**config.mk**
```make
export PLATFORM = sky130hd
export DESIGN_NAME = sm3_hash
export DESIGN_NICKNAME = d
export VERILOG_FILES = /design/src/hw/rtl/sm3_pkg.sv /design/src/hw/rtl/sm3_dp.sv /design/src/hw/rtl/sm3_ctrl.sv /design/src/hw/rtl/sm3_hash.sv
export SDC_FILE = /design/constraint.sdc
export NUM_CORES = 2
export LEC_CHECK = 0
export BUFFER_PORTS_ARGS = -buffer_cell sky130_fd_sc_hd__buf_2
export CAP_MARGIN = 5
export CORE_MARGIN = 4
export CORE_UTILIZATION = 55
export DETAILED_ROUTE_END_ITERATION = 12
export PLACE_DENSITY = 0.71
export SLEW_MARGIN = 30
export SYNTH_ARGS = -nofsm -noshare
export SYNTH_HDL_FRONTEND = slang
export SYNTH_SLANG_ARGS = --single-unit
export TNS_END_PERCENT = 10
```
**constraint.sdc**
```tcl
create_clock -name clk -period 29 [get_ports clk]
set_clock_uncertainty 0.05 [all_clocks]
set_input_delay 0 -clock clk [delete_from_list [all_inputs] [get_ports clk]]
set_output_delay 0 -clock clk [all_outputs]
set_load 0.02 [all_outputs]
```
**src/hw/rtl/sm3_pkg.sv**
```systemverilog
// shared types and constants of the sm3 hash block
package sm3_pkg;

  localparam int unsigned WordW  = 32;
  localparam int unsigned LenW   = 61;
  localparam int unsigned RoundW = 6;
  localparam int unsigned IdxW   = 3;

  localparam logic [WordW-1:0] SM3_T_LO = 32'h79CC4519;
  localparam logic [WordW-1:0] SM3_T_HI = 32'h7A879D8A;

  localparam logic [WordW-1:0] SM3_IV [8] = '{
    32'h7380166F, 32'h4914B2B9, 32'h172442D7, 32'hDA8A0600,
    32'hA96F30BC, 32'h163138AA, 32'hE38DEE4D, 32'hB0FB0E4E
  };

  typedef enum logic [2:0] {
    SRC_DATA,
    SRC_PAD,
    SRC_MARK,
    SRC_ZERO,
    SRC_LEN_HI,
    SRC_LEN_LO
  } sm3_src_t;

  typedef struct packed {
    logic              push;
    sm3_src_t          src;
    logic [1:0]        pad_cnt;
    logic              add_len;
    logic [2:0]        len_add;
    logic              load_work;
    logic              round;
    logic [RoundW-1:0] round_idx;
    logic              fold;
    logic [IdxW-1:0]   out_idx;
    logic              reinit;
  } sm3_cmd_t;

endpackage

```
**src/hw/rtl/sm3_dp.sv**
```systemverilog
// sm3 datapath: message window, round logic, chaining value and length
module sm3_dp (
  input  logic                      clk,
  input  logic                      rst_n,
  input  sm3_pkg::sm3_cmd_t         cmd,
  input  logic [sm3_pkg::WordW-1:0] in_data_word,
  output logic [sm3_pkg::WordW-1:0] digest_word
);
  import sm3_pkg::*;

  function automatic logic [WordW-1:0] rotl(input logic [WordW-1:0] x, input logic [4:0] n);
    logic [2*WordW-1:0] d;
    d = {x, x} << n;
    return d[2*WordW-1:WordW];
  endfunction

  function automatic logic [WordW-1:0] perm0(input logic [WordW-1:0] x);
    return x ^ rotl(x, 5'd9) ^ rotl(x, 5'd17);
  endfunction

  function automatic logic [WordW-1:0] perm1(input logic [WordW-1:0] x);
    return x ^ rotl(x, 5'd15) ^ rotl(x, 5'd23);
  endfunction

  logic [WordW-1:0] w_r [16];
  logic [WordW-1:0] cv_r [8];
  logic [WordW-1:0] a_r, b_r, c_r, d_r, e_r, f_r, g_r, h_r;
  logic [LenW-1:0]  bytes_r;

  logic [LenW-1:0]  bytes_nxt;
  logic [WordW-1:0] push_word;
  logic [WordW-1:0] exp_word;
  logic [WordW-1:0] tj, a12, ss1, ss2, ff, gg, tt1, tt2;
  logic [WordW-1:0] a_nxt, b_nxt, c_nxt, d_nxt, e_nxt, f_nxt, g_nxt, h_nxt;
  logic             early;

  // length sum in bytes
  always_comb begin
    bytes_nxt = bytes_r + {{(LenW-3){1'b0}}, cmd.len_add};
  end

  always_comb begin
    case (cmd.src)
      SRC_DATA:   push_word = in_data_word;
      SRC_PAD: begin
        case (cmd.pad_cnt)
          2'd0:    push_word = 32'h80000000;
          2'd1:    push_word = {in_data_word[31:24], 24'h800000};
          2'd2:    push_word = {in_data_word[31:16], 16'h8000};
          default: push_word = {in_data_word[31:8], 8'h80};
        endcase
      end
      SRC_MARK:   push_word = 32'h80000000;
      SRC_LEN_HI: push_word = bytes_r[LenW-1:LenW-WordW];
      SRC_LEN_LO: push_word = {bytes_r[LenW-WordW-1:0], 3'b000};
      default:    push_word = '0;
    endcase
  end

  // message expansion, one new word per round
  always_comb begin
    exp_word = perm1(w_r[0] ^ w_r[7] ^ rotl(w_r[13], 5'd15)) ^ rotl(w_r[3], 5'd7) ^ w_r[10];
  end

  // one compression round
  always_comb begin
    early = (cmd.round_idx[RoundW-1:4] == 2'b00);
    tj    = rotl(early ? SM3_T_LO : SM3_T_HI, cmd.round_idx[4:0]);
    a12   = rotl(a_r, 5'd12);
    ss1   = rotl(a12 + e_r + tj, 5'd7);
    ss2   = ss1 ^ a12;
    if (early) begin
      ff = a_r ^ b_r ^ c_r;
      gg = e_r ^ f_r ^ g_r;
    end else begin
      ff = (a_r & b_r) | (a_r & c_r) | (b_r & c_r);
      gg = (e_r & f_r) | (~e_r & g_r);
    end
    tt1   = ff + d_r + ss2 + (w_r[0] ^ w_r[4]);
    tt2   = gg + h_r + ss1 + w_r[0];
    a_nxt = tt1;
    b_nxt = a_r;
    c_nxt = rotl(b_r, 5'd9);
    d_nxt = c_r;
    e_nxt = perm0(tt2);
    f_nxt = e_r;
    g_nxt = rotl(f_r, 5'd19);
    h_nxt = g_r;
  end

  always_ff @(posedge clk) begin
    if (cmd.push || cmd.round) begin
      for (int i = 0; i < 15; i++) begin
        w_r[i] <= w_r[i+1];
      end
      w_r[15] <= cmd.push ? push_word : exp_word;
    end
    if (cmd.load_work) begin
      a_r <= cv_r[0];
      b_r <= cv_r[1];
      c_r <= cv_r[2];
      d_r <= cv_r[3];
      e_r <= cv_r[4];
      f_r <= cv_r[5];
      g_r <= cv_r[6];
      h_r <= cv_r[7];
    end else if (cmd.round) begin
      a_r <= a_nxt;
      b_r <= b_nxt;
      c_r <= c_nxt;
      d_r <= d_nxt;
      e_r <= e_nxt;
      f_r <= f_nxt;
      g_r <= g_nxt;
      h_r <= h_nxt;
    end
  end

  always_ff @(posedge clk) begin
    if (!rst_n) begin
      for (int i = 0; i < 8; i++) begin
        cv_r[i] <= SM3_IV[i];
      end
      bytes_r <= '0;
    end else begin
      if (cmd.reinit) begin
        for (int i = 0; i < 8; i++) begin
          cv_r[i] <= SM3_IV[i];
        end
        bytes_r <= '0;
      end else begin
        if (cmd.fold) begin
          cv_r[0] <= cv_r[0] ^ a_nxt;
          cv_r[1] <= cv_r[1] ^ b_nxt;
          cv_r[2] <= cv_r[2] ^ c_nxt;
          cv_r[3] <= cv_r[3] ^ d_nxt;
          cv_r[4] <= cv_r[4] ^ e_nxt;
          cv_r[5] <= cv_r[5] ^ f_nxt;
          cv_r[6] <= cv_r[6] ^ g_nxt;
          cv_r[7] <= cv_r[7] ^ h_nxt;
        end
        if (cmd.add_len) begin
          bytes_r <= bytes_nxt;
        end
      end
    end
  end

  assign digest_word = cv_r[cmd.out_idx];

endmodule

```
**src/hw/rtl/sm3_ctrl.sv**
```systemverilog
// sm3 controller: word intake, padding sequence, round count and digest output
module sm3_ctrl (
  input  logic                     clk,
  input  logic                     rst_n,
  input  logic                     in_valid,
  output logic                     in_stall,
  input  logic [2:0]               in_byte_count,
  input  logic                     in_is_last,
  output logic                     out_valid,
  input  logic                     out_stall,
  output logic [sm3_pkg::IdxW-1:0] out_word_index,
  output logic                     out_last_word,
  output sm3_pkg::sm3_cmd_t        cmd
);
  import sm3_pkg::*;

  typedef enum logic [2:0] {
    S_IDLE,
    S_MARK,
    S_ZERO,
    S_LEN_LO,
    S_ROUND,
    S_EMIT
  } state_t;

  localparam logic [3:0]        FillLast  = 4'd15;
  localparam logic [3:0]        FillLen   = 4'd14;
  localparam logic [RoundW-1:0] RoundLast = '1;
  localparam logic [IdxW-1:0]   IdxLast   = '1;

  state_t            state_r, state_nxt, ret_r, ret_nxt, push_tgt;
  logic [3:0]        fill_r, fill_nxt;
  logic [RoundW-1:0] round_r, round_nxt;
  logic [IdxW-1:0]   idx_r, idx_nxt;
  logic [2:0]        cnt;

  always_comb begin
    cnt       = (in_byte_count > 3'd4) ? 3'd4 : in_byte_count;
    cmd       = '0;
    cmd.src   = SRC_ZERO;
    cmd.round_idx = round_r;
    cmd.out_idx   = idx_r;
    push_tgt  = state_r;
    state_nxt = state_r;
    ret_nxt   = ret_r;
    fill_nxt  = fill_r;
    round_nxt = round_r;
    idx_nxt   = idx_r;

    unique case (state_r)
      S_IDLE: begin
        if (in_valid) begin
          cmd.push    = 1'b1;
          cmd.add_len = 1'b1;
          if (!in_is_last) begin
            cmd.src     = SRC_DATA;
            cmd.len_add = 3'd4;
            push_tgt    = S_IDLE;
          end else begin
            cmd.len_add = cnt;
            cmd.pad_cnt = cnt[1:0];
            if (cnt == 3'd4) begin
              cmd.src  = SRC_DATA;
              push_tgt = S_MARK;
            end else begin
              cmd.src  = SRC_PAD;
              push_tgt = S_ZERO;
            end
          end
        end
      end
      S_MARK: begin
        cmd.push = 1'b1;
        cmd.src  = SRC_MARK;
        push_tgt = S_ZERO;
      end
      S_ZERO: begin
        cmd.push = 1'b1;
        if (fill_r == FillLen) begin
          cmd.src  = SRC_LEN_HI;
          push_tgt = S_LEN_LO;
        end else begin
          cmd.src  = SRC_ZERO;
          push_tgt = S_ZERO;
        end
      end
      S_LEN_LO: begin
        cmd.push = 1'b1;
        cmd.src  = SRC_LEN_LO;
        push_tgt = S_EMIT;
      end
      S_ROUND: begin
        cmd.round = 1'b1;
        round_nxt = round_r + 1'b1;
        if (round_r == RoundLast) begin
          cmd.fold  = 1'b1;
          state_nxt = ret_r;
        end
      end
      S_EMIT: begin
        if (!out_stall) begin
          idx_nxt = idx_r + 1'b1;
          if (idx_r == IdxLast) begin
            cmd.reinit = 1'b1;
            state_nxt  = S_IDLE;
          end
        end
      end
      default: state_nxt = S_IDLE;
    endcase

    // a full block starts the rounds, then resumes at the push target
    if (cmd.push) begin
      if (fill_r == FillLast) begin
        fill_nxt      = '0;
        cmd.load_work = 1'b1;
        round_nxt     = '0;
        ret_nxt       = push_tgt;
        state_nxt     = S_ROUND;
      end else begin
        fill_nxt  = fill_r + 4'd1;
        state_nxt = push_tgt;
      end
    end
  end

  always_ff @(posedge clk) begin
    if (!rst_n) begin
      state_r <= S_IDLE;
      ret_r   <= S_IDLE;
      fill_r  <= '0;
      round_r <= '0;
      idx_r   <= '0;
    end else begin
      state_r <= state_nxt;
      ret_r   <= ret_nxt;
      fill_r  <= fill_nxt;
      round_r <= round_nxt;
      idx_r   <= idx_nxt;
    end
  end

  assign in_stall       = (state_r != S_IDLE);
  assign out_valid      = (state_r == S_EMIT);
  assign out_word_index = idx_r;
  assign out_last_word  = (idx_r == IdxLast);

endmodule

```
**src/hw/rtl/sm3_hash.sv**
```systemverilog
// sm3 hash top level: controller and datapath
// SM3 (256-bit digest) over a message fed one big-endian 32-bit word per
// item; byte_count is honored only on the item with is_last set. A word that
// does not complete a 512-bit block is taken without stalling. The sixteenth word
// of a block starts the compression, one round per cycle in a single shared
// round unit, and the input is stalled while the rounds run. After the last
// item the padding words are pushed one a cycle outside the compressions (up
// to 18, with one or two compressions), then the eight digest words come out
// in order, one per accepted output cycle, and the block starts a new message
// from the initial value.
module sm3_hash (
  input  logic        clk,
  input  logic        rst_n,
  input  logic        in_valid,
  output logic        in_stall,
  input  logic [31:0] in_data_word,
  input  logic [2:0]  in_byte_count,
  input  logic        in_is_last,
  output logic        out_valid,
  input  logic        out_stall,
  output logic [31:0] out_digest_word,
  output logic [2:0]  out_word_index,
  output logic        out_last_word
);
  import sm3_pkg::*;

  sm3_cmd_t cmd;

  sm3_ctrl u_ctrl (
    .clk            (clk),
    .rst_n          (rst_n),
    .in_valid       (in_valid),
    .in_stall       (in_stall),
    .in_byte_count  (in_byte_count),
    .in_is_last     (in_is_last),
    .out_valid      (out_valid),
    .out_stall      (out_stall),
    .out_word_index (out_word_index),
    .out_last_word  (out_last_word),
    .cmd            (cmd)
  );

  sm3_dp u_dp (
    .clk          (clk),
    .rst_n        (rst_n),
    .cmd          (cmd),
    .in_data_word (in_data_word),
    .digest_word  (out_digest_word)
  );

endmodule
```
==> reports/qor.yml <==
clk_pin_slew_worst_paths_ns: 0.06
rsz0062_at_grt: "false"
finalSetupViolations: 0
drc_errors: 0
yosysSeqAreaShare_pct: 54.3
min_period_ns: 10.76
synth_edf_count: 992
reg2regPathDepth: 35
syn_area_per_cell_um2: 11.9
end_kind: "flip-flop"
antenna_cells: 0
synthFlopType: "edfxtp_1"
grt_first_pass_wirelength_um: 263000
die-area_um2: 113000
period_share_pct: 37.1
first_pass_iters: 6
place_congestion: 0.981
ctsResizeCount: 0
r2r-start: "u_ctrl.round_r[0]"
largest_register: "u_dp.w_r"
slowest_stage: "dfxtp_1"
stdcell_area_um2: 65200
r2r_slack_ns: 18.24
cts-buffers-inserted: 115
max_slew_margin_pct: 26.6
post_cts_buffers: 0
synthArstFlopShare_pct: 0
core_area_um2: 107000
critPathRequiredTime_ns: 29.50
grt_max_degree: 183
fp-row-count: 120
slew_violations: 0
worstPathMaxFanout: 23
rr_endpoint: "u_dp.cv_r[4][21]"
setup_tns_ns: 0
fin_nets: 5389
htree_levels: 3
postCtsHoldBufs: 49
port_buffers: 77
wire_per_inst_um: 27.9
ys_types: 95
fp.dieW_um: 336
cp.arrival_ns: 11.26
synthCells: 4976
num_vias: 39400
cp_common_cell: "fa_1"
hold_violations: 0
grt_overflow: 0
max_stage_delay_ns: 0.91
io_pins: 78
maxCapViolations: 0
holdPathEnd: "u_dp.w_r[15][7]"
grt_pass1_vias: 37700
yosysWarnings: 0
grtUsageTotal_pct: 32.5
drive_gt1_share_pct: 9.29
largest_reg_flops: 512
biggestRegsByFlops: "u_dp.w_r (512), u_dp.cv_r (256), u_dp.bytes_r (61)"
postRouteAntennaNets: 0
routed_wl_um: 183000
tightest_slew_ns: 1.09
drtIter0Drc: 4741
fillers: 8383
hp-class: "in2reg"
clockBufferDepth: 3
antenna_found_initial: 5
routed_via_density: 6.01
outcome: "finished clean"
min-delay-start: "in_data_word[7]"
crit_type: "reg2reg"
ys_ff_latch: 1107
die_h_um: 336
area_growth_pct: 10.3
cts_root_buf: "clkbuf_16"
hold_depth: 4
hpwlAfterDp_um: 135000
cts_num_sinks: 1107
start_util_pct: 55.3
insertion_delay_ns: 0.74
cp-start-kind: "flip-flop"
placed_area_um2: 60900
max_freq_mhz: 92.9
cts_tree: "yes"
synthesis.area_um2: 59100
syn_nets: 5310
[stage by stage]
stage	util, %	hold WS, ns	worst slack, ns	instances
2_1_floorplan	-	0.117	15.92	4976
3_3_place_gp	56.9	0.295	18.59	6291
3_5_place_dp	57.0	0.293	18.47	6292
4_1_cts	61.0	0.108	18.40	6557
5_1_grt	61.0	0.162	17.72	6557
6_report	61.0	0.163	18.24	6557
[synthesized netlist by cell type, types with 8 or more instances]
cell type | n | area (um2)
nand2b_1 | 11 | 68.8
mux2_2 | 49 | 552
a222oi_1 | 28 | 280
ha_1 | 105 | 1310
a211oi_1 | 20 | 150
xnor2_1 | 560 | 4900
or2_2 | 8 | 50.1
fa_1 | 189 | 3780
clkbuf_1 | 164 | 616
edfxtp_1 | 992 | 29800
mux2i_1 | 76 | 761
nand4_1 | 24 | 150
o21ai_0 | 276 | 1380
nor3_1 | 32 | 160
and2_1 | 18 | 113
nand2_1 | 841 | 3160
o21bai_1 | 11 | 82.6
inv_1 | 316 | 1190
mux4_2 | 64 | 1440
xnor3_1 | 23 | 518
o31ai_1 | 10 | 75.1
a31oi_1 | 22 | 138
nor2_1 | 348 | 1310
dfxtp_1 | 115 | 2300
o21a_1 | 16 | 120
a31o_2 | 24 | 210
a21o_1 | 46 | 345
or3_1 | 32 | 200
xor2_1 | 122 | 1070
o21ai_1 | 10 | 50.1
a21oi_1 | 159 | 796
and4_1 | 9 | 78.8
buf_1 | 22 | 82.6
o211ai_1 | 11 | 82.6
and3_1 | 27 | 169
nand3_1 | 50 | 250
[metal layers]
metal  vias up  global-route usage [%]  share of wire (%)
li1      17500                       -                  -
met5         -                       0              0.016
met2      1874                    50.3                 45
met4         4                    21.0                8.0
met1     19600                    42.3                 38
met3       438                    6.24                8.5
[cell type report]
type | instances | area (um2) | share of cell area, %
Sequential cell | 1107 | 32100 | 49.2
Tap cell | 1403 | 1760 | 2.69
Timing Repair Buffer | 161 | 1210 | 1.85
Inverter | 320 | 1200 | 1.85
Clock buffer | 139 | 3090 | 4.74
Clock inverter | 77 | 723 | 1.11
Multi-Input combinational cell | 3350 | 25100 | 38.5
[worst max-delay path: cells and delay by family (launching register included)]
family,cells,cell delay [ns]
multiplexers,1,0.31
XOR/XNOR,3,1.00
AND/OR/NAND/NOR,8,0.99
adder cells (fa/ha/maj),7,3.14
AO/OA/AOI/OAI,13,3.48
buffers and inverters,3,0.67
flip-flops,1,0.91
[cells by family (layout without fill, tap and decap cells)]
kind of cell               after synthesis  count (layout)  synth area share [%]
xor gates and xnor gates               716             716                  11.4
muxes                                  189             189                  4.66
buffers and inverters                  519             697                  3.40
adders and majority gates              295             295                  8.64
and+or+nand+nor                       1435            1435                  10.1
DFF                                   1107            1107                  54.3
AOI/OAI and AO/OA                      715             715                  7.51
[worst max path at each step]
stage	start	to	slack, ns	depth (start not counted)
floorplan	u_ctrl.state_r[0]	u_dp.w_r[0][0]	15.92	5
global placement	u_ctrl.round_r[4]	u_dp.cv_r[4][21]	18.59	38
detailed placement	u_ctrl.round_r[4]	u_dp.cv_r[4][21]	18.47	38
CTS	u_ctrl.round_r[4]	u_dp.cv_r[4][21]	18.40	38
global route	u_ctrl.round_r[0]	u_dp.cv_r[4][21]	17.72	35
finish	u_ctrl.round_r[0]	u_dp.cv_r[4][21]	18.24	35
[cell usage in the layout (no fill, tap or decap), types with 32 or more instances in the layout]
| master | instances |
|---|---|
| a21oi_1 | 159 |
| fa_1 | 189 |
| mux2_2 | 49 |
| ha_1 | 105 |
| nand2_1 | 833 |
| inv_1 | 316 |
| nor2_1 | 346 |
| clkbuf_16 | 116 |
| mux2i_1 | 76 |
| xor2_1 | 122 |
| nand3_1 | 50 |
| edfxtp_1 | 992 |
| dlygate4sd3_1 | 49 |
| or3_1 | 32 |
| buf_2 | 77 |
| a21o_1 | 46 |
| xnor2_1 | 558 |
| dfxtp_1 | 111 |
| o21ai_0 | 275 |
| mux4_2 | 64 |
Power is not shown: default switching activity piles up to over one toggle a cycle in this logic, so the estimate is an artifact.
